## config.mk

```make
export PLATFORM = sky130hd
export DESIGN_NAME = rvq_red_cell
export DESIGN_NICKNAME = d
export VERILOG_FILES = /design/src/rtl/rvq_pkg.sv /design/src/rtl/rvq_red_cell.sv
export SDC_FILE = /design/constraint.sdc
export NUM_CORES = 1
export LEC_CHECK = 0
export ABC_AREA = 1
export BUFFER_PORTS_ARGS = -buffer_cell sky130_fd_sc_hd__buf_2
export CORE_MARGIN = 10
export CORE_UTILIZATION = 58
export DETAILED_ROUTE_END_ITERATION = 7
export PLACE_DENSITY = 0.87
export SLEW_MARGIN = 20
export SYNTH_ARGS = -nofsm -noshare
export SYNTH_HDL_FRONTEND = slang
export SYNTH_SLANG_ARGS = --single-unit
```

## constraint.sdc

```tcl
create_clock -name i_clk -period 2.91 [get_ports i_clk]
set_input_delay 0.1455 -clock i_clk [delete_from_list [all_inputs] [get_ports i_clk]]
set_output_delay 0.1455 -clock i_clk [all_outputs]
set_load 0.02 [all_outputs]
```

## src/rtl/rvq_pkg.sv

```systemverilog
// shared constants, types and tables for the rotation vector to quaternion core
package rvq_pkg;

    localparam int CORDIC_STEPS = 16;
    localparam int IN_FRAC_BITS = 13;

    localparam int IN_W       = 16;
    localparam int OUT_W      = 16;
    localparam int SUM_W      = 32;
    localparam int SQ_W       = 48;
    localparam int ROOT_STEPS = 24;
    localparam int ANG_W      = 24;
    localparam int ATAN_LEN   = 24;
    localparam int CW         = 34;
    localparam int PW         = IN_W + CW;
    localparam int DIV_W      = 49;
    localparam int DEN_W      = ANG_W + 8;
    localparam int QB         = 16;

    localparam logic [63:0] CORDIC_GAIN30 = 64'd652032874;
    localparam logic [63:0] PI30          = 64'd3373259426;
    localparam logic [63:0] HALF_PI30     = 64'd1686629713;
    localparam logic [63:0] TWO_PI30      = 64'd6746518852;
    localparam logic [15:0] Q14_ONE       = 16'd16384;

    typedef struct packed {
        logic signed [IN_W-1:0] ax;
        logic signed [IN_W-1:0] ay;
        logic signed [IN_W-1:0] az;
        logic                   zero;
    } t_front;

    typedef struct packed {
        t_front             f;
        logic [ANG_W-1:0]   angle;
    } t_mid;

    typedef struct packed {
        t_mid   m;
        logic   neg_cos;
    } t_cord;

    typedef struct packed {
        logic [2:0]         neg;
        logic [OUT_W-1:0]   w;
        logic               zero;
    } t_tail;

    function automatic logic [31:0] atan_val(input int unsigned i);
        logic [31:0] v;
        case (i)
            0:  v = 32'd843314856;
            1:  v = 32'd497837829;
            2:  v = 32'd263043836;
            3:  v = 32'd133525158;
            4:  v = 32'd67021686;
            5:  v = 32'd33543515;
            6:  v = 32'd16775850;
            7:  v = 32'd8388437;
            8:  v = 32'd4194282;
            9:  v = 32'd2097149;
            10: v = 32'd1048575;
            11: v = 32'd524287;
            12: v = 32'd262143;
            13: v = 32'd131071;
            14: v = 32'd65535;
            15: v = 32'd32767;
            16: v = 32'd16383;
            17: v = 32'd8191;
            18: v = 32'd4095;
            19: v = 32'd2047;
            20: v = 32'd1023;
            21: v = 32'd511;
            22: v = 32'd255;
            23: v = 32'd127;
            default: v = 32'd0;
        endcase
        return v;
    endfunction

endpackage

```

## src/rtl/rvq_red_cell.sv

```systemverilog
// one conditional subtract of a shifted full turn for range reduction
module rvq_red_cell #(
    parameter int W      = 37,
    parameter int SHIFT  = 0,
    parameter int SIDE_W = 1
) (
    input  logic              i_clk,
    input  logic              i_rst_n,
    input  logic              i_vld,
    output logic              o_rdy,
    output logic              o_vld,
    input  logic              i_rdy,
    input  logic [W-1:0]      i_val,
    input  logic [SIDE_W-1:0] i_side,
    output logic [W-1:0]      o_val,
    output logic [SIDE_W-1:0] o_side
);
    localparam logic [W-1:0] TURN = W'(rvq_pkg::TWO_PI30 << SHIFT);

    logic              r_vld;
    logic              w_adv;
    logic [W-1:0]      r_val, n_val;
    logic [SIDE_W-1:0] r_side;

    assign w_adv = !r_vld || i_rdy;
    assign o_rdy = w_adv;
    assign o_vld = r_vld;

    always_comb begin
        n_val = (i_val >= TURN) ? i_val - TURN : i_val;
    end

    always_ff @(posedge i_clk) begin
        if (!i_rst_n) begin
            r_vld <= 1'b0;
        end else if (w_adv) begin
            r_vld <= i_vld;
        end
    end

    always_ff @(posedge i_clk) begin
        if (w_adv) begin
            r_val  <= n_val;
            r_side <= i_side;
        end
    end

    assign o_val  = r_val;
    assign o_side = r_side;
endmodule

```

==> impl_results.md <==
- Status: finished, final reports clean
- Post-synthesis xor/xnor area fraction: 0.0253
- Hold Crit Depth: 1
- Skew-Pair Late Insertion Delay: 0.30 ns
- Leakage power: 0.00189 µW
- Critical Path AT: 1.99 ns
- R2R Path Start: o_vld
- Nets: 589
- Post-synthesis simple-gate area fraction: 0.448
- Core Area: 5170 µm²
- Kind of critical path: in2reg
- Critical path peak fanout: 49
- Maxcap violations: 0
- Area delta synth->final: 17.8%
- Post-synth EDFFs: 38
- HP Start: i_side
- Worst min path class: in2reg
- Final std cells w/o fill: 616
- Setup Skew: 0.0117 ns
- Root buffer cell: clkbuf_8
- Post-route cell area: 3670 µm²
- DR vias/cell: 5.25
- Seq/Total Area, Yosys: 0.372
- RSZ-0062 raised after global routing: no
- Antenna cells: 0
- Routed wire length: 8.30 mm
- CTS tree: done
- Relative slew margins: 0.404
- Synth Area in Adders: 0.00802
- Clk slew on worst S/H paths: 0.07 ns
- FF-to-FF path depth: 1
- Final Util: 0.710
- Share of layout cells above drive strength 1: 0.249
- Largest family of logic cells by synthesized area: simple AND/OR/NAND/NOR gates
- Vias in the first global route: 3178
- Drt pass-1 iters: 5
- Gr ovfl total: 0
- PortBufs: 81
- Crit path capture type: flop
- Most common flop cell mapped by yosys: edfxtp_1
- CP startpoint kind: primary input
- Syn Std Cell Area: 3120 µm²
- RePlAce Congestion: 0.997
- Library cells used by synthesis: 30
- Syn Inst Count: 462
- TritonCTS Sinks: 39
- Ys Warns: 0
- Post-synth top area share: 0.366
- Post-synth top cells: nand2_1, nor2_1, inv_1
- Final period utilization: 0.671
- Worst hold margin: 0.0222 ns
- Bufs on Longest Clock Path: 2
- DR WL/cell: 13.5 µm
- Routed vias: 3233
- Area leader, netlist: edfxtp_1
- Synthesized area per cell: 6.75 µm²
- Die Width: 93.3 µm
- Synth Area in Compound Gates: 0.0550
- CTS H-tree lvls: 2
- Antenna Nets Post-Route: 0
- CTS Buf Count: 5
- # setup viols final: 0
- Worst-Margin Slew: 0.891 ns
- Hold buffers post-CTS: 0
- Syn_nets: 506
- I/O pins: 82
- Setup TNS: 0 ns
- Final Critical Period: 1.95 ns
- First-pass GRT wire length: 14.2 mm
- Die area: 8710 µm²
- DRC marker count from the first detailed-route iteration: 273
- Asr flop ratio synth: 0
- Site Rows: 26
- Antenna violations before repair: 0
- Total Routing Usage GR: 0.196
- R2r endpoint: o_val[14]
- Die Span Y: 93.3 µm
- DRC: 0
- Placed cells: 608
- Final hold viol count: 0
- Power per cell area: 426 nW/µm²
- Fmax achieved: 0.512 GHz
- Postcts setup bufs: 0
- Placed Area: 3560 µm²
- Largest net degree at the start of global routing: 50
- Max VDD drop: 232 µV
- Synth area leaders: edfxtp_1, nand2_1, nor2_1
- Count leader, synth: nand2_1
- Fill cell count: 432
- Synthesized flop and latch total: 39
- R2R Setup Slk: 1.56 ns
- Post-CTS sizing: 0
- Critical Path RT: 2.95 ns
- Hold path endpoint: o_side
- Hpwl dp: 6.59 mm
- Starting Density: 0.603
- Mux cell area share after synthesis: 0
- Fin. max-slew vios: 0
-- state kept, by name, summed over array words and instances (netlist names) --
register and count:
o_side 1, o_vld 1, o_val 37
-- layout make-up --
| cell class | count | area [µm²] | area share |
|---|---|---|---|
| inverters | 58 | 218 | 0.0593 |
| clock buffers | 6 | 82.6 | 0.0225 |
| clock inverters | 2 | 35.0 | 0.00954 |
| flip-flops and latches | 39 | 1160 | 0.316 |
| well taps | 70 | 87.6 | 0.0238 |
| repair buffers | 82 | 413 | 0.112 |
| multi-input cells | 359 | 1680 | 0.456 |
-- power breakdown --
group          internal, µW  switching [µW]  leakage [µW]
Combinational           124             269       0.00143
Sequential              686            11.9      0.000407
Clock                   277             198     0.0000612
-- worst max path at each step --
stage,startpoint,endpoint,cells past startpoint
floorplan,o_vld,o_side,1
global placement,i_val[33],o_val[3],11
detailed placement,i_val[33],o_val[4],11
CTS,i_val[33],o_val[4],11
global route,i_val[33],o_val[4],11
finish,i_val[33],o_val[4],11
-- stage by stage --
stage / power (µW) / worst slack (ns)
6_report: 1570 / 0.959
5_1_grt: 1650 / 0.687
4_1_cts: 1580 / 0.975
3_5_place_dp: 1100 / 0.654
3_3_place_gp: 1090 / 0.744
2_1_floorplan: 963 / 1.13
-- per-layer routing --
metal | vias to the layer above | share of wire | global-route usage
met5 | - | 0 | 0
met3 | 14 | 0.10 | 0.0568
met1 | 1424 | 0.41 | 0.238
met4 | 0 | 0.015 | 0.0617
li1 | 1629 | - | -
met2 | 166 | 0.47 | 0.326
-- cells in the final DEF (no fill, tap or decap), drive strengths merged, types with 4 or more instances in the layout --
cell type | Yosys | layout
nand2 | 196 | 196
nand4 | 4 | 4
buf | 6 | 82
xor2 | 7 | 7
clkbuf | 0 | 6
nor2 | 63 | 63
nand3 | 41 | 41
inv | 58 | 58
o21ai | 20 | 20
nor3 | 7 | 7
a21oi | 10 | 10
edfxtp | 38 | 38
-- cells by family (layout without fill, tap and decap cells) --
logic type / after synthesis / in the layout
buffers and inverters: 64 / 148
and+or+nand+nor: 315 / 315
AOI/OAI and AO/OA: 33 / 33
DFF: 39 / 39
adders and majority gates: 2 / 2
xor gates and xnor gates: 9 / 9
-- worst max-delay path, cell delays in order --
cell and delay, ns:
buf_2 0.12, nor2_1 0.17, nand2_1 0.17, nor2_1 0.21, nand3_1 0.12, nor2_2 0.12
nor2_2 0.06, nand2_4 0.41, inv_2 0.25, nand2_1 0.10, o21ai_0 0.09
Power figures use the tool's default switching activity.
