[config.mk]
export PLATFORM = sky130hd
export DESIGN_NAME = rvq_div_cell
export DESIGN_NICKNAME = d
export VERILOG_FILES = /design/src/rtl/rvq_pkg.sv /design/src/rtl/rvq_div_cell.sv
export SDC_FILE = /design/constraint.sdc
export NUM_CORES = 1
export LEC_CHECK = 0
export BUFFER_PORTS_ARGS = -buffer_cell sky130_fd_sc_hd__buf_2
export CAP_MARGIN = 20
export CORE_MARGIN = 2
export CORE_UTILIZATION = 25
export DETAILED_ROUTE_END_ITERATION = 8
export PLACE_DENSITY = 0.45
export SLEW_MARGIN = 20
export SYNTH_ARGS = -nofsm -noshare
export SYNTH_HDL_FRONTEND = slang
export SYNTH_SLANG_ARGS = --single-unit
export TNS_END_PERCENT = 10
[constraint.sdc]
create_clock -name i_clk -period 7.1 [get_ports i_clk]
set_input_delay 0.355 -clock i_clk [delete_from_list [all_inputs] [get_ports i_clk]]
set_output_delay 0.355 -clock i_clk [all_outputs]
set_load 0.05 [all_outputs]
[src/rtl/rvq_pkg.sv]
// shared constants, types and tables for the rotation vector to quaternion core
package rvq_pkg;

    localparam int CORDIC_STEPS = 16;
    localparam int IN_FRAC_BITS = 13;

    localparam int IN_W       = 16;
    localparam int OUT_W      = 16;
    localparam int SUM_W      = 32;
    localparam int SQ_W       = 48;
    localparam int ROOT_STEPS = 24;
    localparam int ANG_W      = 24;
    localparam int ATAN_LEN   = 24;
    localparam int CW         = 34;
    localparam int PW         = IN_W + CW;
    localparam int DIV_W      = 49;
    localparam int DEN_W      = ANG_W + 8;
    localparam int QB         = 16;

    localparam logic [63:0] CORDIC_GAIN30 = 64'd652032874;
    localparam logic [63:0] PI30          = 64'd3373259426;
    localparam logic [63:0] HALF_PI30     = 64'd1686629713;
    localparam logic [63:0] TWO_PI30      = 64'd6746518852;
    localparam logic [15:0] Q14_ONE       = 16'd16384;

    typedef struct packed {
        logic signed [IN_W-1:0] ax;
        logic signed [IN_W-1:0] ay;
        logic signed [IN_W-1:0] az;
        logic                   zero;
    } t_front;

    typedef struct packed {
        t_front             f;
        logic [ANG_W-1:0]   angle;
    } t_mid;

    typedef struct packed {
        t_mid   m;
        logic   neg_cos;
    } t_cord;

    typedef struct packed {
        logic [2:0]         neg;
        logic [OUT_W-1:0]   w;
        logic               zero;
    } t_tail;

    function automatic logic [31:0] atan_val(input int unsigned i);
        logic [31:0] v;
        case (i)
            0:  v = 32'd843314856;
            1:  v = 32'd497837829;
            2:  v = 32'd263043836;
            3:  v = 32'd133525158;
            4:  v = 32'd67021686;
            5:  v = 32'd33543515;
            6:  v = 32'd16775850;
            7:  v = 32'd8388437;
            8:  v = 32'd4194282;
            9:  v = 32'd2097149;
            10: v = 32'd1048575;
            11: v = 32'd524287;
            12: v = 32'd262143;
            13: v = 32'd131071;
            14: v = 32'd65535;
            15: v = 32'd32767;
            16: v = 32'd16383;
            17: v = 32'd8191;
            18: v = 32'd4095;
            19: v = 32'd2047;
            20: v = 32'd1023;
            21: v = 32'd511;
            22: v = 32'd255;
            23: v = 32'd127;
            default: v = 32'd0;
        endcase
        return v;
    endfunction

endpackage

[src/rtl/rvq_div_cell.sv]
// one quotient bit of the three-lane restoring divider
module rvq_div_cell #(
    parameter int K      = 0,
    parameter int SIDE_W = 1
) (
    input  logic                         i_clk,
    input  logic                         i_rst_n,
    input  logic                         i_vld,
    output logic                         o_rdy,
    output logic                         o_vld,
    input  logic                         i_rdy,
    input  logic [rvq_pkg::DIV_W-1:0]    i_num [3],
    input  logic [rvq_pkg::QB-1:0]       i_q   [3],
    input  logic [rvq_pkg::DEN_W-1:0]    i_den,
    input  logic [SIDE_W-1:0]            i_side,
    output logic [rvq_pkg::DIV_W-1:0]    o_num [3],
    output logic [rvq_pkg::QB-1:0]       o_q   [3],
    output logic [rvq_pkg::DEN_W-1:0]    o_den,
    output logic [SIDE_W-1:0]            o_side
);
    logic                         r_vld;
    logic                         w_adv;
    logic [rvq_pkg::DIV_W-1:0]    w_dk;
    logic [rvq_pkg::DIV_W-1:0]    r_num [3];
    logic [rvq_pkg::DIV_W-1:0]    n_num [3];
    logic [rvq_pkg::QB-1:0]       r_q   [3];
    logic [rvq_pkg::QB-1:0]       n_q   [3];
    logic [rvq_pkg::DEN_W-1:0]    r_den;
    logic [SIDE_W-1:0]            r_side;

    assign w_adv = !r_vld || i_rdy;
    assign o_rdy = w_adv;
    assign o_vld = r_vld;
    assign w_dk  = rvq_pkg::DIV_W'(i_den) << K;

    always_comb begin
        for (int l = 0; l < 3; l++) begin
            n_q[l] = i_q[l];
            if (i_num[l] >= w_dk) begin
                n_num[l]  = i_num[l] - w_dk;
                n_q[l][K] = 1'b1;
            end else begin
                n_num[l] = i_num[l];
            end
        end
    end

    always_ff @(posedge i_clk) begin
        if (!i_rst_n) begin
            r_vld <= 1'b0;
        end else if (w_adv) begin
            r_vld <= i_vld;
        end
    end

    always_ff @(posedge i_clk) begin
        if (w_adv) begin
            r_num  <= n_num;
            r_q    <= n_q;
            r_den  <= i_den;
            r_side <= i_side;
        end
    end

    assign o_num  = r_num;
    assign o_q    = r_q;
    assign o_den  = r_den;
    assign o_side = r_side;
endmodule
==> key figures <==
Floorplanning
  – Die height: 247 µm
  – IO Count: 462
  – Die width: 247 µm
  – Core area: 0.0587 mm²
  – Initial core utilization: 25.1%
  – Die area: 0.0610 mm²
  – Site row count: 89

Yosys
  – Mean Syn Cell Area: 10.1 µm²
  – Synth cell types: 74
  – EDFF count, synth: 228
  – FF+latch count, synth: 229
  – Synth Area in Compound Gates: 16.6%
  – Post-Syn Area: 0.0148 mm²
  – Xor/xnor share of the synthesized area: 8.07%
  – Async SR Flop Fraction: 0%
  – Seq/Total Area, Yosys: 46.5%
  – Gate Count Post-Synth: 1467
  – Simple logic cell fraction of the synthesized area: 15.7%
  – Largest family of logic cells by synthesized area: compound AO/OA/AOI/OAI gates
  – Mux cell area share after synthesis: 1.19%
  – Warnings from Yosys: 0
  – Syn nets: 1798
  – Adder-cell area share of the yosys netlist: 8.55%
  – Synth Flop Type: edfxtp_1

Setup path
  – Startpoint types: input port
  – Setup CP Type: in2reg
  – Critical Path RT: 7.43 ns
  – Critical Path Fanout Max: 48
  – Buf/Inv on CP: 4
  – Top Family by Delay on Critical Path: compound AO/OA/AOI/OAI gates
  – Critical path, cell by cell: dlygate4sd3_1, buf_2, inv_1, ha_1, nand4_1, or4_1, a31oi_1, o2111ai_1, a2111oi_4, nor2_4, buf_4, nor4_2, xor2_1
  – Slowest stage delay, CP: 0.78 ns
  – Critical path arrival: 4.83 ns
  – CP endpoint kind: flop
  – Critical-path top delay cell: a2111oi_4

Timing
  – Slew HR: 31.2%
  – Tightest Pin Transition: 1.03 ns
  – Final period util: 63.5%
  – Min cycle time layout: 4.51 ns
  – Final hold vios: 0
  – RSZ-0062 raised after global routing: no
  – Clock Skews: 0.00813 ns
  – Number of setup violations in the final report: 0
  – Setup TNS: 0 ns
  – Worst hold margin: 0.0593 ns
  – Maximum clock frequency: 222 MHz
  – Fin. max-slew vios: 0

Pwr
  – PD cells: 256 mW/mm²
  – Max IR drop VDD: 0.166 mV
  – Leak pwr: 8.39 nW

Place
  – Placed inst area: 0.0178 mm²
  – # port buffers: 461
  – Inst Count DP: 2654
  – GPL Wtd Cong: 0.887
  – DP HPWL: 45500 µm

CTS
  – CTS resizes: 0
  – Skew-Pair Late Insertion Delay: 0.59 ns
  – Hold-fix buffers at CTS: 81
  – CTS tree: done
  – H-tree depth: 1
  – Root buf cell: clkbuf_16
  – TritonCTS Buffers: 30
  – CTS Buffer Depth: 3
  – Clock Pin Slew Worst Setup and Hold Paths: 0.06 ns
  – Clock Sink Count: 229
  – Setup bufs post-CTS: 0

Global route
  – Antenna violations before repair: 18
  – GR Util All Layers: 17.6%
  – Number of global-route vias before repair: 13100
  – First-pass GRT wire length: 80900 µm
  – Remaining Overflow, GRT: 0
  – Largest net degree at the start of global routing: 68

Final layout
  – Layout net count: 2325
  – Final Instance Count excl. Fillers: 2796
  – Final Instance Area: 0.0197 mm²
  – Most frequent cells in the layout: buf_2, edfxtp_1, a21oi_1
  – Synthesis-to-finish area growth: 33.5%
  – Layout cell share with drive strength beyond 1: 27.9%
  – Leading cell type in the layout, fill and taps excluded: buf_2

Route
  – Detailed Route Iter0 Violations: 866
  – DRC Markers: 0
  – Post-DRT Antenna Nets: 0
  – Via Count: 13500
  – Pre-antenna DRT Iters: 5
  – Vias per inst: 4.84
  – Drt total wl: 56500 µm
  – Per-cell routed wire length: 20.2 µm

Outcome
  – Outcome: complete, no violations

Flow run
  – Max cap viols: 0

Hold path
  – Min-delay worst type: in2reg
## stage by stage
| stage | setup slack, ns | power, mW | util [%] |
|---|---|---|---|
| after global placement | 2.58 | 3.46 | 30.4 |
| after detailed placement | 2.59 | 3.45 | 30.4 |
| after CTS | 2.67 | 5.12 | 33.5 |
| final | 2.59 | 5.04 | 33.6 |
| after floorplan | 2.99 | 2.96 | - |
| after global routing | 2.31 | 5.28 | 33.6 |
## synth_stat cells (all sizes together), types with 12 or more instances
cell	count	area [µm²]
nor3	35	185
nand4	26	163
nand2b	22	138
nor2b	12	75.1
o21bai	17	128
xor2	78	683
a21o	41	308
a21oi	148	741
ha	96	1200
o21ai	90	450
nand3	27	135
xnor2	58	508
inv	67	251
mux2	12	165
nor4	26	175
clkbuf	40	150
nand2	126	475
edfxtp	228	6850
a31oi	25	156
buf	14	106
nor2	128	483
## final cells by class
class / instances / area (µm²)
inverter: 67 / 251
clock inverter: 24 / 280
sequential: 229 / 6870
timing repair buffer: 549 / 3170
antenna: 6 / 15.0
fill: 6051 / 39000
multi-input combinational: 1117 / 7400
clock buffer: 31 / 754
tap: 773 / 967
## cells by family (layout without fill, tap and decap cells)
family,Yosys count,after routing
multiplexers,13,13
other,0,6
adder cells (fa/ha/maj),99,99
flip-flops,229,229
buffers and inverters,121,671
XOR/XNOR,136,136
AND/OR/NAND/NOR,470,470
AO/OA/AOI/OAI,399,399
## path summary, 6_finish.rpt
kind              cells past startpoint      start  slack [ns]        end
setup / recovery                     13  i_den[14]        2.59  o_num[44]
hold / removal                        3  i_num[20]        0.06  o_num[20]
setup reg to reg                      2      o_vld        4.92   o_num[8]
hold reg to reg                       1      o_vld        1.07  o_num[98]
## tightest hold or removal path: cells and delay by family
kind	cells	cell delay, ns
buffers and inverters	1	0.09
AO/OA/AOI/OAI	1	0.06
AND/OR/NAND/NOR	1	0.04
## report_power, final
group / internal [mW] / total (mW) / switching (mW)
combinational: 0.467 / 1.69 / 1.23
sequential: 1.71 / 1.76 / 0.0506
clock: 0.928 / 1.59 / 0.658
## sequential cells by signal (all words and copies together) (netlist names)
register,cells
o_num,147
o_q,48
o_den,32
o_side,1
o_vld,1
## layer usage
layer	GRT usage (%)	routed length, µm	vias to the layer above
met2	29.2	26300	514
met3	4.98	4930	80
met4	4.00	1050	20
met5	0	126	-
li1	-	-	6527
met1	22.7	24000	6389
Power figures use the tool's default switching activity.
