--- src/rtl/rvq_pkg.sv ---
// shared constants, types and tables for the rotation vector to quaternion core
package rvq_pkg;

    localparam int CORDIC_STEPS = 16;
    localparam int IN_FRAC_BITS = 13;

    localparam int IN_W       = 16;
    localparam int OUT_W      = 16;
    localparam int SUM_W      = 32;
    localparam int SQ_W       = 48;
    localparam int ROOT_STEPS = 24;
    localparam int ANG_W      = 24;
    localparam int ATAN_LEN   = 24;
    localparam int CW         = 34;
    localparam int PW         = IN_W + CW;
    localparam int DIV_W      = 49;
    localparam int DEN_W      = ANG_W + 8;
    localparam int QB         = 16;

    localparam logic [63:0] CORDIC_GAIN30 = 64'd652032874;
    localparam logic [63:0] PI30          = 64'd3373259426;
    localparam logic [63:0] HALF_PI30     = 64'd1686629713;
    localparam logic [63:0] TWO_PI30      = 64'd6746518852;
    localparam logic [15:0] Q14_ONE       = 16'd16384;

    typedef struct packed {
        logic signed [IN_W-1:0] ax;
        logic signed [IN_W-1:0] ay;
        logic signed [IN_W-1:0] az;
        logic                   zero;
    } t_front;

    typedef struct packed {
        t_front             f;
        logic [ANG_W-1:0]   angle;
    } t_mid;

    typedef struct packed {
        t_mid   m;
        logic   neg_cos;
    } t_cord;

    typedef struct packed {
        logic [2:0]         neg;
        logic [OUT_W-1:0]   w;
        logic               zero;
    } t_tail;

    function automatic logic [31:0] atan_val(input int unsigned i);
        logic [31:0] v;
        case (i)
            0:  v = 32'd843314856;
            1:  v = 32'd497837829;
            2:  v = 32'd263043836;
            3:  v = 32'd133525158;
            4:  v = 32'd67021686;
            5:  v = 32'd33543515;
            6:  v = 32'd16775850;
            7:  v = 32'd8388437;
            8:  v = 32'd4194282;
            9:  v = 32'd2097149;
            10: v = 32'd1048575;
            11: v = 32'd524287;
            12: v = 32'd262143;
            13: v = 32'd131071;
            14: v = 32'd65535;
            15: v = 32'd32767;
            16: v = 32'd16383;
            17: v = 32'd8191;
            18: v = 32'd4095;
            19: v = 32'd2047;
            20: v = 32'd1023;
            21: v = 32'd511;
            22: v = 32'd255;
            23: v = 32'd127;
            default: v = 32'd0;
        endcase
        return v;
    endfunction

endpackage

--- src/rtl/rvq_sqrt_cell.sv ---
// one bit step of the pipelined integer square root
module rvq_sqrt_cell #(
    parameter int STEP   = 0,
    parameter int SIDE_W = 1
) (
    input  logic                      i_clk,
    input  logic                      i_rst_n,
    input  logic                      i_vld,
    output logic                      o_rdy,
    output logic                      o_vld,
    input  logic                      i_rdy,
    input  logic [rvq_pkg::SQ_W-1:0]  i_rem,
    input  logic [rvq_pkg::SQ_W-1:0]  i_root,
    input  logic [SIDE_W-1:0]         i_side,
    output logic [rvq_pkg::SQ_W-1:0]  o_rem,
    output logic [rvq_pkg::SQ_W-1:0]  o_root,
    output logic [SIDE_W-1:0]         o_side
);
    localparam logic [rvq_pkg::SQ_W-1:0] BIT =
        rvq_pkg::SQ_W'(1) << (rvq_pkg::SQ_W - 2 - 2 * STEP);

    logic                      r_vld;
    logic                      w_adv;
    logic [rvq_pkg::SQ_W-1:0]  r_rem, r_root, n_rem, n_root, w_trial;
    logic [SIDE_W-1:0]         r_side;

    assign w_adv = !r_vld || i_rdy;
    assign o_rdy = w_adv;
    assign o_vld = r_vld;

    always_comb begin
        w_trial = i_root + BIT;
        if (i_rem >= w_trial) begin
            n_rem  = i_rem - w_trial;
            n_root = (i_root >> 1) + BIT;
        end else begin
            n_rem  = i_rem;
            n_root = i_root >> 1;
        end
    end

    always_ff @(posedge i_clk) begin
        if (!i_rst_n) begin
            r_vld <= 1'b0;
        end else if (w_adv) begin
            r_vld <= i_vld;
        end
    end

    always_ff @(posedge i_clk) begin
        if (w_adv) begin
            r_rem  <= n_rem;
            r_root <= n_root;
            r_side <= i_side;
        end
    end

    assign o_rem  = r_rem;
    assign o_root = r_root;
    assign o_side = r_side;
endmodule

--- config.mk ---
export PLATFORM = sky130hd
export DESIGN_NAME = rvq_sqrt_cell
export DESIGN_NICKNAME = d
export VERILOG_FILES = /design/src/rtl/rvq_pkg.sv /design/src/rtl/rvq_sqrt_cell.sv
export SDC_FILE = /design/constraint.sdc
export NUM_CORES = 1
export LEC_CHECK = 0
export BUFFER_PORTS_ARGS = -buffer_cell sky130_fd_sc_hd__buf_2
export CAP_MARGIN = 20
export CORE_UTILIZATION = 57
export CTS_CLUSTER_SIZE = 14
export DETAILED_ROUTE_END_ITERATION = 8
export PLACE_DENSITY = 0.9
export SETUP_SLACK_MARGIN = 0.05
export SKIP_LAST_GASP = 1
export SLEW_MARGIN = 20
export SYNTH_ARGS = -nofsm -noshare
export SYNTH_HDL_FRONTEND = slang
export SYNTH_SLANG_ARGS = --single-unit
export TNS_END_PERCENT = 30
--- constraint.sdc ---
create_clock -name i_clk -period 6.7 [get_ports i_clk]
set_input_delay 1.34 -clock i_clk [delete_from_list [all_inputs] [get_ports i_clk]]
set_output_delay 1.34 -clock i_clk [all_outputs]
set_load 0.02 [all_outputs]
==> summary.txt, run 1 <==
Status
  – Outcome: finished, final reports clean

Cells and area
  – Fill count: about 800
  – Most frequent cells in the layout: buf_2 (199), edfxtp_1 (97), nand2_1 (80), inv_1 (58)
  – P&R area growth vs syn: 22.09%
  – Commonest non-fill, non-tap cell in the layout: buf_2
  – Fraction of layout instances using a drive strength above 1: between 20% and 30%
  – Final nets: just under 1000
  – Diode count: 0

Critical path
  – Setup slack, reg-to-reg: ~4800 ps
  – Cell Chain, Critical Path: buf_2 -> inv_1 -> ha_1 -> a21o_1 -> a211oi_1 -> nand2_1 -> a211oi_2 -> o21ai_0 -> a21oi_4 -> buf_4 -> o21ai_1
  – CP Capture Type: flip-flop
  – CP required: 6790 ps
  – Crit Path Max Fanout: 36
  – Worst R2R Start: o_vld
  – Reg2reg path depth: 2
  – CP Data Arrival Time: 4390 ps
  – Critical path's slowest cell: a21oi_4
  – Crit path buf inv count: 3
  – CP max stage delay: between 800 and 900 ps
  – Critical path class: in -> reg
  – Crit path max-delay family: compound AO/OA/AOI/OAI gates
  – Worst flop-to-flop path endpoint: o_rem[7]
  – CP Launch Type: primary input

Floorplan
  – Top Ports: 200
  – Initial Util: roughly three fifths
  – Total die area: about 12000 µm²
  – Die width: between 100 and 150 µm
  – FP Rows: 38
  – Total core area: between 10000 and 15000 µm²
  – Die Span Y: roughly 110 µm

Global routing
  – First-pass GRT wire length: roughly 26 mm
  – Met2 Use GR: a little under half
  – Routing usage on met3: under 10%
  – Met1 usage: 37.31%
  – Vias in the first global route: about 5400
  – GRT Total Usage: between 20% and 30%
  – Busiest grt layer: met2
  – Pin count of the biggest net entering global routing: 57
  – Initial antenna violation count: 0
  – Total grt overflow: 0

Yosys
  – EDFF count, synth: 97
  – Synthesized net count: approximately 800
  – Post-Syn Area: about 6500 µm²
  – Library cells used by synthesis: 69
  – Seq/Total Area, Yosys: 44.79%
  – Yosys warning total: 0
  – Post-synth ARST share: 0%
  – Syn_area_per_cell: 10.03 µm²
  – Seq cells post-synth: 98
  – Top_reg_cell synth: edfxtp_1
  – Post-Syn Instances: between 600 and 700

STA
  – Final Max Tran Viols: 0
  – Final Hold Vio Count: 0
  – Max Freq: between 0.2 and 0.25 GHz
  – Final setup viols: 0
  – RSZ-0062 raised after global routing: no
  – Final Skew: between 5 and 6 ps
  – Sum Neg Setup Slack: 0 ps
  – Fin crit share: 64.13%
  – Worst slew margin: between 30% and 40%
  – Least-Margin Pin Slew: 1039 ps
  – Final min period: 4297 ps

Pwr
  – Leak pwr: around 3.6 nW
  – Post-route total power: about 2.0 mW
  – VDD IR-drop max: ~0.00020 V
  – Power per cell area: approximately 260 nW/µm²

Detailed routing
  – DRT Pass-1 Iters: 5
  – Vias: about 5700
  – Via density: between 5 and 6
  – Post-route antenna net violation count: 0
  – Drt wl/cell: 17.02 µm
  – DR iter-0 viols: 446
  – Residual DRC count: 0
  – Total Wirelength: 16.80 mm

Clock tree
  – Hold-fix buffers, CTS: 0
  – Reg clk slew, reported paths: 70 ps
  – CTS sink cnt: a little under 100
  – Postcts setup bufs: 0
  – Clock Tree Buf Depth: 2
  – CTS tree: done
  – Post-CTS Resized: 0
  – Root Buffer: clkbuf_16
  – TritonCTS Buffers: 9
  – # H-tree levels: 3
  – Worst-Skew Late Latency: 350 ps

Min path
  – Hold path startpoint: o_vld
  – Hold WC Path Type: reg -> reg
  – Hold EP: o_root[31]
  – Worst hold path depth: 1

Placed design
  – HPWL after DPL: ~13 mm
  – GPL Wtd Cong: slightly below 0.9
  – Count of buffers from port buffering: slightly below 200

Job
  – Max_cap viols: 0
## per-layer routing
metal | share of wire [%] | up-vias
li1 | - | 2766
met1 | 42 | 2668
met2 | 48 | 280
met3 | 8.7 | 24
met4 | 1.9 | 0
met5 | 0 | -
## worst max-delay path by stage
| stage | from | end | slack (ps) | cells after the start |
|---|---|---|---|---|
| after floorplan | i_rdy | o_rdy | 1510 | 1 |
| after global placement | i_root[5] | o_rem[38] | 2160 | 11 |
| after detailed placement | i_root[5] | o_rem[26] | 2080 | 11 |
| after CTS | i_root[5] | o_rem[26] | 2440 | 11 |
| after global routing | i_rem[21] | o_rem[26] | 2150 | 10 |
| final | i_root[5] | o_rem[26] | 2400 | 11 |
## cells by family (layout without fill, tap and decap cells)
group	after synthesis	in the layout	share of synthesized area [%]
AND/OR/NAND/NOR	159	159	11.68
buffers and inverters	83	277	5.083
adder cells (fa/ha/maj)	49	49	9.478
multiplexers	3	3	0.4968
flip-flops	98	98	44.79
AO/OA/AOI/OAI	215	215	22.32
XOR/XNOR	46	46	6.153
## cell type report
type | instances | area, µm² | share of cell area, %
Inverter | 58 | 217.7 | 2.723
Tap cell | 140 | 175.2 | 2.191
Multi-Input combinational cell | 472 | 3297 | 41.24
Clock buffer | 11 | 242.7 | 3.036
Timing Repair Buffer | 203 | 1026 | 12.83
Sequential cell | 98 | 2933 | 36.69
Clock inverter | 5 | 102.6 | 1.283
## synthesized netlist by cell type (3+ instances only)
cell,instances,share of area [%]
a211oi_1,8,0.92
a21boi_0,3,0.34
a21o_1,19,2.2
a21oi_1,48,3.7
a21oi_2,5,0.67
a31o_2,3,0.40
a31oi_1,7,0.67
buf_2,14,1.1
clkbuf_1,10,0.57
edfxtp_1,97,44
ha_1,48,9.2
inv_1,58,3.3
nand2_1,80,4.6
nand2b_1,8,0.76
nand3_1,8,0.61
nand4_1,9,0.86
nor2_1,23,1.3
nor2b_1,4,0.38
nor3_1,8,0.61
o211ai_1,8,0.92
o21a_1,3,0.34
o21ai_0,30,2.3
o21ai_1,41,3.1
o21bai_1,6,0.69
o31ai_1,4,0.46
o41ai_2,3,0.75
xnor2_1,29,3.9
xor2_1,17,2.3
## stage by stage
stage | utilization, % | setup WS [ps] | hold WS, ps | instances | instance area [µm²]
floorplan | - | 1513 | 1439 | 653 | 6548
global placement | 69.34 | 2157 | 1010 | 971 | 7649
detailed placement | 69.34 | 2078 | 1047 | 971 | 7649
CTS | 72.47 | 2435 | 1056 | 987 | 7994
global route | 72.47 | 2148 | 1098 | 987 | 7994
finish | 72.47 | 2403 | 1043 | 987 | 7994
## sequential cells by signal (all words and copies together) (netlist names)
register / count
o_rem: 48
o_side: 1
o_root: 48
o_vld: 1
## power breakdown
part	internal, mW	switching (mW)
logic	0.231	0.405
registers	0.774	0.0225
clock network	0.375	0.231
## worst register-to-register path, stage by stage, from the launching register on
cell and delay, ps:
dfxtp_1 330, nand2b_4 480, buf_4 720
(Power assumes the default switching activity.)
==> inputs of run 2 (changes only) <==
CORE_UTILIZATION = 47   (was 57)
PLACE_DENSITY = 0.8   (was 0.9)
clock period = 3.9 ns   (was 6.7 ns; I/O delays follow)
==> summary.txt, run 2 (synthesis gave the netlist of run 1 again) <==
Status
  – Outcome: finished, final reports clean (unchanged)

Detailed routing
  – DR iter-0 viols: 343 (was 446)
  – Drt wl/cell: 15.75 µm (was 17.02 µm)
  – Total Wirelength: 16.21 mm (was 16.80 mm)
  – Residual DRC count: 0 (unchanged)
  – Post-route antenna net violation count: 0 (unchanged)
  – DRT Pass-1 Iters: 5 (unchanged)
  – Vias: 5605 (was 5738)
  – Via density: 5.447 (was 5.814)

Pwr
  – VDD IR-drop max: 0.0002002 V (was 0.0002039 V)
  – Sw frac: 33.95% (was 32.30%)
  – Power per cell area: 409.2 nW/µm² (was 255.1 nW/µm²)
  – Int Pwr: 2.169 mW (was 1.380 mW)
  – Comb pwr share: 33.5% (was 31.2%)
  – Leak pwr: 3.649 nW (about the same)
  – Psw: 1.115 mW (was 0.6587 mW)
  – Clock share of power: 24.9% (was 29.7%)
  – Sequential Power Share: 41.6% (was 39.1%)

Critical path
  – Reg2reg path depth: 2 (unchanged)
  – Critical path's slowest cell: a21oi_4 (unchanged)
  – CP required: 3990 ps (was 6790 ps)
  – CP Data Arrival Time: 3470 ps (was 4390 ps)
  – CP Launch Type: primary input (unchanged)
  – Most used cell, CP: o21ai_0
  – Crit path capture: o_rem[21] (was o_rem[26])
  – Cell Chain, Critical Path: buf_2 -> ha_1 -> a2111o_1 -> o22a_1 -> a211oi_2 -> o21ai_0 -> a21oi_4 -> buf_4 -> o21ai_0 (was buf_2 -> inv_1 -> ha_1 -> a21o_1 -> a211oi_1 -> nand2_1 -> a211oi_2 -> o21ai_0 -> a21oi_4 -> buf_4 -> o21ai_1)
  – Setup slack, reg-to-reg: 2330 ps (was 4770 ps)
  – Critical path depth: 9 (was 11)
  – Crit path buf inv count: 2 (was 3)
  – Crit path max-delay family: compound AO/OA/AOI/OAI gates (unchanged)
  – Worst flop-to-flop path endpoint: o_rem[41] (was o_rem[7])
  – CP Capture Type: flip-flop (unchanged)
  – Critical path class: in -> reg (unchanged)
  – CP max stage delay: 500 ps (was 860 ps)
  – Crit path from: i_rem[13] (was i_root[5])
  – Crit Path Max Fanout: 30 (was 36)
  – Worst R2R Start: o_vld (unchanged)

Min path
  – Hold WC Path Type: in -> reg (was reg -> reg)

Global routing
  – Pin count of the biggest net entering global routing: 37 (was 57)
  – Total grt overflow: 0 (unchanged)
  – Vias in the first global route: 5379 (was 5358)
  – GRT Total Usage: 22.87% (was 28.33%)
  – Initial antenna violation count: 0 (unchanged)
  – First-pass GRT wire length: 25.92 mm (was 25.76 mm)

Floorplan
  – Die width: 120.0 µm (was 109.2 µm)
  – FP Rows: 42 (was 38)
  – Initial Util: 48.86% (was 59.36%)
  – Total die area: 14410 µm² (was 11920 µm²)
  – Die Span Y: 120.0 µm (was 109.2 µm)
  – Top Ports: 200 (unchanged)
  – Total core area: 13400 µm² (was 11030 µm²)

Cells and area
  – Register area: 2933 µm² (unchanged)
  – Final nets: 998 (was 992)
  – Fraction of layout instances using a drive strength above 1: 30.01% (was 29.75%)
  – Fin cells: 1029 (was 987)
  – Diode count: 0 (unchanged)
  – Multi-input logic area: 3297 µm² (unchanged)
  – P&R area growth vs syn: 22.59% (was 22.09%)
  – Fill count: 1127 (was 783)
  – Commonest non-fill, non-tap cell in the layout: buf_2 (unchanged)
  – Most frequent cells in the layout: buf_2 (199), edfxtp_1 (97), nand2_1 (80), inv_1 (58) (unchanged)

Placed design
  – HPWL after DPL: 12.73 mm (was 12.67 mm)
  – GPL Wtd Cong: 0.9096 (was 0.8903)
  – Count of buffers from port buffering: 199 (unchanged)
  – Placed insts: 1013 (was 971)

STA
  – Final Max Tran Viols: 0 (unchanged)
  – Least-Margin Pin Slew: 589.0 ps (was 1039 ps)
  – RSZ-0062 raised after global routing: no (unchanged)
  – Final Hold Vio Count: 0 (unchanged)
  – Sum Neg Setup Slack: 0 ps (unchanged)
  – Max Freq: 0.2957 GHz
  – Worst slew margin: 59.72% (was 30.56%)
  – Fin crit share: just under 90%
  – Final setup viols: 0 (unchanged)
  – Final min period: ~3400 ps
  – Final Skew: 2.626 ps (was 5.165 ps)

Clock tree
  – Worst-Skew Late Latency: 350 ps (about the same)
  – TritonCTS Buffers: 9 (unchanged)
  – Postcts setup bufs: 0 (unchanged)
  – Reg clk slew, reported paths: 60 ps (was 70 ps)
  – # H-tree levels: 3 (unchanged)
  – CTS tree: done (unchanged)
  – Post-CTS Resized: 0 (unchanged)
  – Clock Tree Buf Depth: 2 (unchanged)
  – CTS sink cnt: 98 (unchanged)
  – Hold-fix buffers, CTS: 0 (unchanged)
  – Root Buffer: clkbuf_16 (unchanged)

Job
  – Max_cap viols: 0 (unchanged)
## run 2: changes by cell type in the layout (fill, tap and decap cells not counted)
cell / delta
buf_12: +2
buf_4: +4
bufinv_16: -3
clkbuf_8: -1
clkinv_1: +2
clkinv_2: +1
clkinv_4: +1
## run 2: cell type report
type | count | share of cell area (%)
clock buffers | 10 | 2.853
clock inverters | 6 | 0.4209
inverters | 58 | 2.712
multi-input cells | 472 | 41.08
flip-flops and latches | 98 | 36.54
well taps | 176 | 2.744
repair buffers | 209 | 13.66
## run 2: metal layers
metal	up-vias	wire length, µm	part of all wire, %	GRT usage [%]
li1	2795	-	-	-
met1	2586	7274	45	30.20
met2	204	7564	47	37.14
met3	20	1066	6.6	4.087
met4	0	306	1.9	8.906
met5	-	0	0	0
## run 2: worst min path at each step
stage                   start        end  cells past startpoint
floorplan           i_root[1]  o_root[0]                      0
global route           i_side     o_side                      1
CTS                    i_side     o_side                      1
finish                 i_side     o_side                      1
global placement        o_vld      o_vld                      2
detailed placement      o_vld      o_vld                      2
## run 2: power groups by stage
stage	Clock, mW	Combinational [mW]	Sequential, mW
after global routing	0.875	1.20	1.38
after CTS	0.839	1.10	1.37
after detailed placement	0	1.09	1.39
final	0.818	1.10	1.37
after floorplan	0	0.562	1.58
after global placement	0	1.08	1.38
## run 2: stage by stage
step | utilization (%) | setup WS [ps] | cell area (µm²) | power (mW) | hold WS, ps
after floorplan | - | 676.9 | 6550 | 2.139 | 878.9
after global placement | 57.94 | 255.2 | 7764 | 2.459 | 925.6
after detailed placement | 57.94 | 107.8 | 7764 | 2.481 | 952.7
after CTS | 59.90 | 534.1 | 8026 | 3.305 | 589.9
after global routing | 59.90 | 268.2 | 8026 | 3.449 | 596.7
final | 59.90 | 518.3 | 8026 | 3.284 | 601.7
## run 2: worst reg2reg max path, cell delays in order (launching register included)
cell      delay [ps]
dfxtp_1          330
nand2b_4         390
buf_4            490
==> inputs of run 3 (changes only) <==
CORE_UTILIZATION = 53   (was 47)
PLACE_DENSITY = 0.85   (was 0.8)
clock period = 3.81 ns   (was 3.9 ns; I/O delays follow)
==> summary.txt, run 3 (synthesis gave the netlist of run 1 again) <==
Cells and area
  – Most frequent cells in the layout: buf_2 (199), edfxtp_1 (97), nand2_1 (80), inv_1 (58) (unchanged)
  – Fraction of layout instances using a drive strength above 1: 29.69% (was 30.01%)
  – P&R area growth vs syn: 21.59% (was 22.59%)
  – Fill count: 959 (was 1127)
  – Commonest non-fill, non-tap cell in the layout: buf_2 (unchanged)
  – Diode count: 0 (unchanged)
  – Design area: 7961 µm² (was 8026 µm²)
  – Final nets: 997 (was 998)

STA
  – Final min period: 3472 ps
  – Final Max Tran Viols: 0 (unchanged)
  – Least-Margin Pin Slew: 623.7 ps (was 589.0 ps)
  – Fin crit share: around nine tenths
  – Max Freq: ~0.29 GHz
  – RSZ-0062 raised after global routing: no (unchanged)
  – Final Hold Vio Count: 0 (unchanged)
  – Worst slew margin: 57.34% (was 59.72%)
  – Final Skew: 3.819 ps (was 2.626 ps)
  – Final setup viols: 0 (unchanged)
  – Sum Neg Setup Slack: 0 ps (unchanged)

Pwr
  – Leak pwr: 3.638 nW (was 3.649 nW)
  – Sequential Power Share: 42.0% (was 41.6%)
  – VDD IR-drop max: 0.0002891 V (was 0.0002002 V)
  – Sw frac: 33.48% (was 33.95%)
  – Int Pwr: 2.212 mW (was 2.169 mW)
  – Comb pwr share: 33.8% (was 33.5%)
  – Power per cell area: 417.7 nW/µm² (was 409.2 nW/µm²)
  – Clock share of power: 24.2% (was 24.9%)
  – Post-route total power: 3.326 mW (was 3.284 mW)
  – Psw: 1.114 mW (was 1.115 mW)

Global routing
  – Pin count of the biggest net entering global routing: 41 (was 37)
  – GRT Total Usage: 25.36% (was 22.87%)
  – Total grt overflow: 0 (unchanged)
  – Initial antenna violation count: 0 (unchanged)
  – First-pass GRT wire length: 25.40 mm (was 25.92 mm)
  – Vias in the first global route: 5285 (was 5379)

Floorplan
  – Initial Util: 54.51% (was 48.86%)
  – Die width: 113.1 µm (was 120.0 µm)
  – Top Ports: 200 (unchanged)
  – Total die area: 12800 µm² (was 14410 µm²)
  – Die Span Y: 113.1 µm (was 120.0 µm)
  – Total core area: 12010 µm² (was 13400 µm²)
  – FP Rows: 40 (was 42)

Placed design
  – Count of buffers from port buffering: 199 (unchanged)
  – Post-DP Area: 7707 µm² (was 7764 µm²)
  – GPL Wtd Cong: 0.8837 (was 0.9096)
  – HPWL after DPL: 12.55 mm (was 12.73 mm)

Clock tree
  – Hold-fix buffers, CTS: 0 (unchanged)
  – Post-CTS Resized: 0 (unchanged)
  – Postcts setup bufs: 0 (unchanged)
  – Reg clk slew, reported paths: 60 ps (about the same)
  – CTS sink cnt: 98 (unchanged)
  – TritonCTS Buffers: 9 (unchanged)
  – CTS tree: done (unchanged)
  – Worst-Skew Late Latency: 350 ps (about the same)
  – Root Buffer: clkbuf_16 (unchanged)
  – Clock Tree Buf Depth: 2 (unchanged)
  – # H-tree levels: 3 (unchanged)

Detailed routing
  – Via density: 5.633 (was 5.447)
  – DR iter-0 viols: 449 (was 343)
  – Total Wirelength: 15.88 mm (was 16.21 mm)
  – Drt wl/cell: 15.90 µm (was 15.75 µm)
  – Post-route antenna net violation count: 0 (unchanged)
  – Vias: 5627 (was 5605)
  – Residual DRC count: 0 (unchanged)
  – DRT Pass-1 Iters: 5 (unchanged)

Critical path
  – CP required: 3910 ps (was 3990 ps)
  – Critical path class: in -> reg (unchanged)
  – CP Data Arrival Time: 3570 ps (was 3470 ps)
  – Crit Path Max Fanout: 4 (was 30)
  – CP Launch Type: primary input (unchanged)
  – Reg2reg path depth: 2 (unchanged)
  – CP Capture Type: flip-flop (unchanged)
  – Crit path from: i_root[1] (was i_rem[13])
  – Worst R2R Start: o_vld (unchanged)

Min path
  – Hold path startpoint: i_side (unchanged)
  – Worst hold path depth: 1 (unchanged)
  – Hold WC Path Type: in -> reg (unchanged)

Status
  – Outcome: finished, final reports clean (unchanged)

Job
  – Max_cap viols: 0 (unchanged)
==> run 3: final timing paths <==
check	end	slack, ps
max	o_rem[35]	340
min	o_side	590
min reg2reg	o_vld	910
max reg2reg	o_root[7]	2200
==> run 3: layer usage <==
layer	GRT usage, %	vias to the layer above	routed length [µm]
li1	-	2782	-
met1	34.12	2592	7181
met2	40.45	233	7315
met3	5.410	20	1079
met4	9.298	0	303
met5	0	-	0
==> run 3: power by group through the flow <==
stage / Sequential (mW) / Combinational [mW] / Clock [mW]
after floorplan: 1.61 / 0.575 / 0
after global placement: 1.41 / 1.10 / 0
after detailed placement: 1.42 / 1.11 / 0
after CTS: 1.40 / 1.12 / 0.822
after global routing: 1.41 / 1.23 / 0.868
final: 1.40 / 1.12 / 0.806
==> run 3: cell type report <==
type	instances	area, µm²	area share [%]
clock buffer	11	232.7	2.923
inverter	58	217.7	2.735
clock inverter	5	21.27	0.2672
tap	147	183.9	2.310
sequential	98	2933	36.84
timing repair buffer	208	1076	13.52
multi-input combinational	472	3297	41.41
==> run 3: worst max-delay path: stages <==
cell,delay [ps]
buf_2,140
inv_1,50
ha_1,280
nor2b_1,150
o21bai_1,320
a21oi_1,190
o41ai_2,480
o41ai_2,180
nor3b_2,440
o21ai_0,260
xnor2_1,220
o21ai_1,80
==> run 3: metrics by stage <==
stage | setup WS [ps] | utilization [%] | hold WS, ps | std cells
after floorplan | 604.9 | - | 860.9 | 653
after global placement | 166.2 | 64.17 | 916.6 | 983
after detailed placement | 80.36 | 64.17 | 930.4 | 983
after CTS | 455.9 | 66.28 | 573.9 | 999
after global routing | 240.3 | 66.28 | 575.1 | 999
final | 338.2 | 66.28 | 585.1 | 999
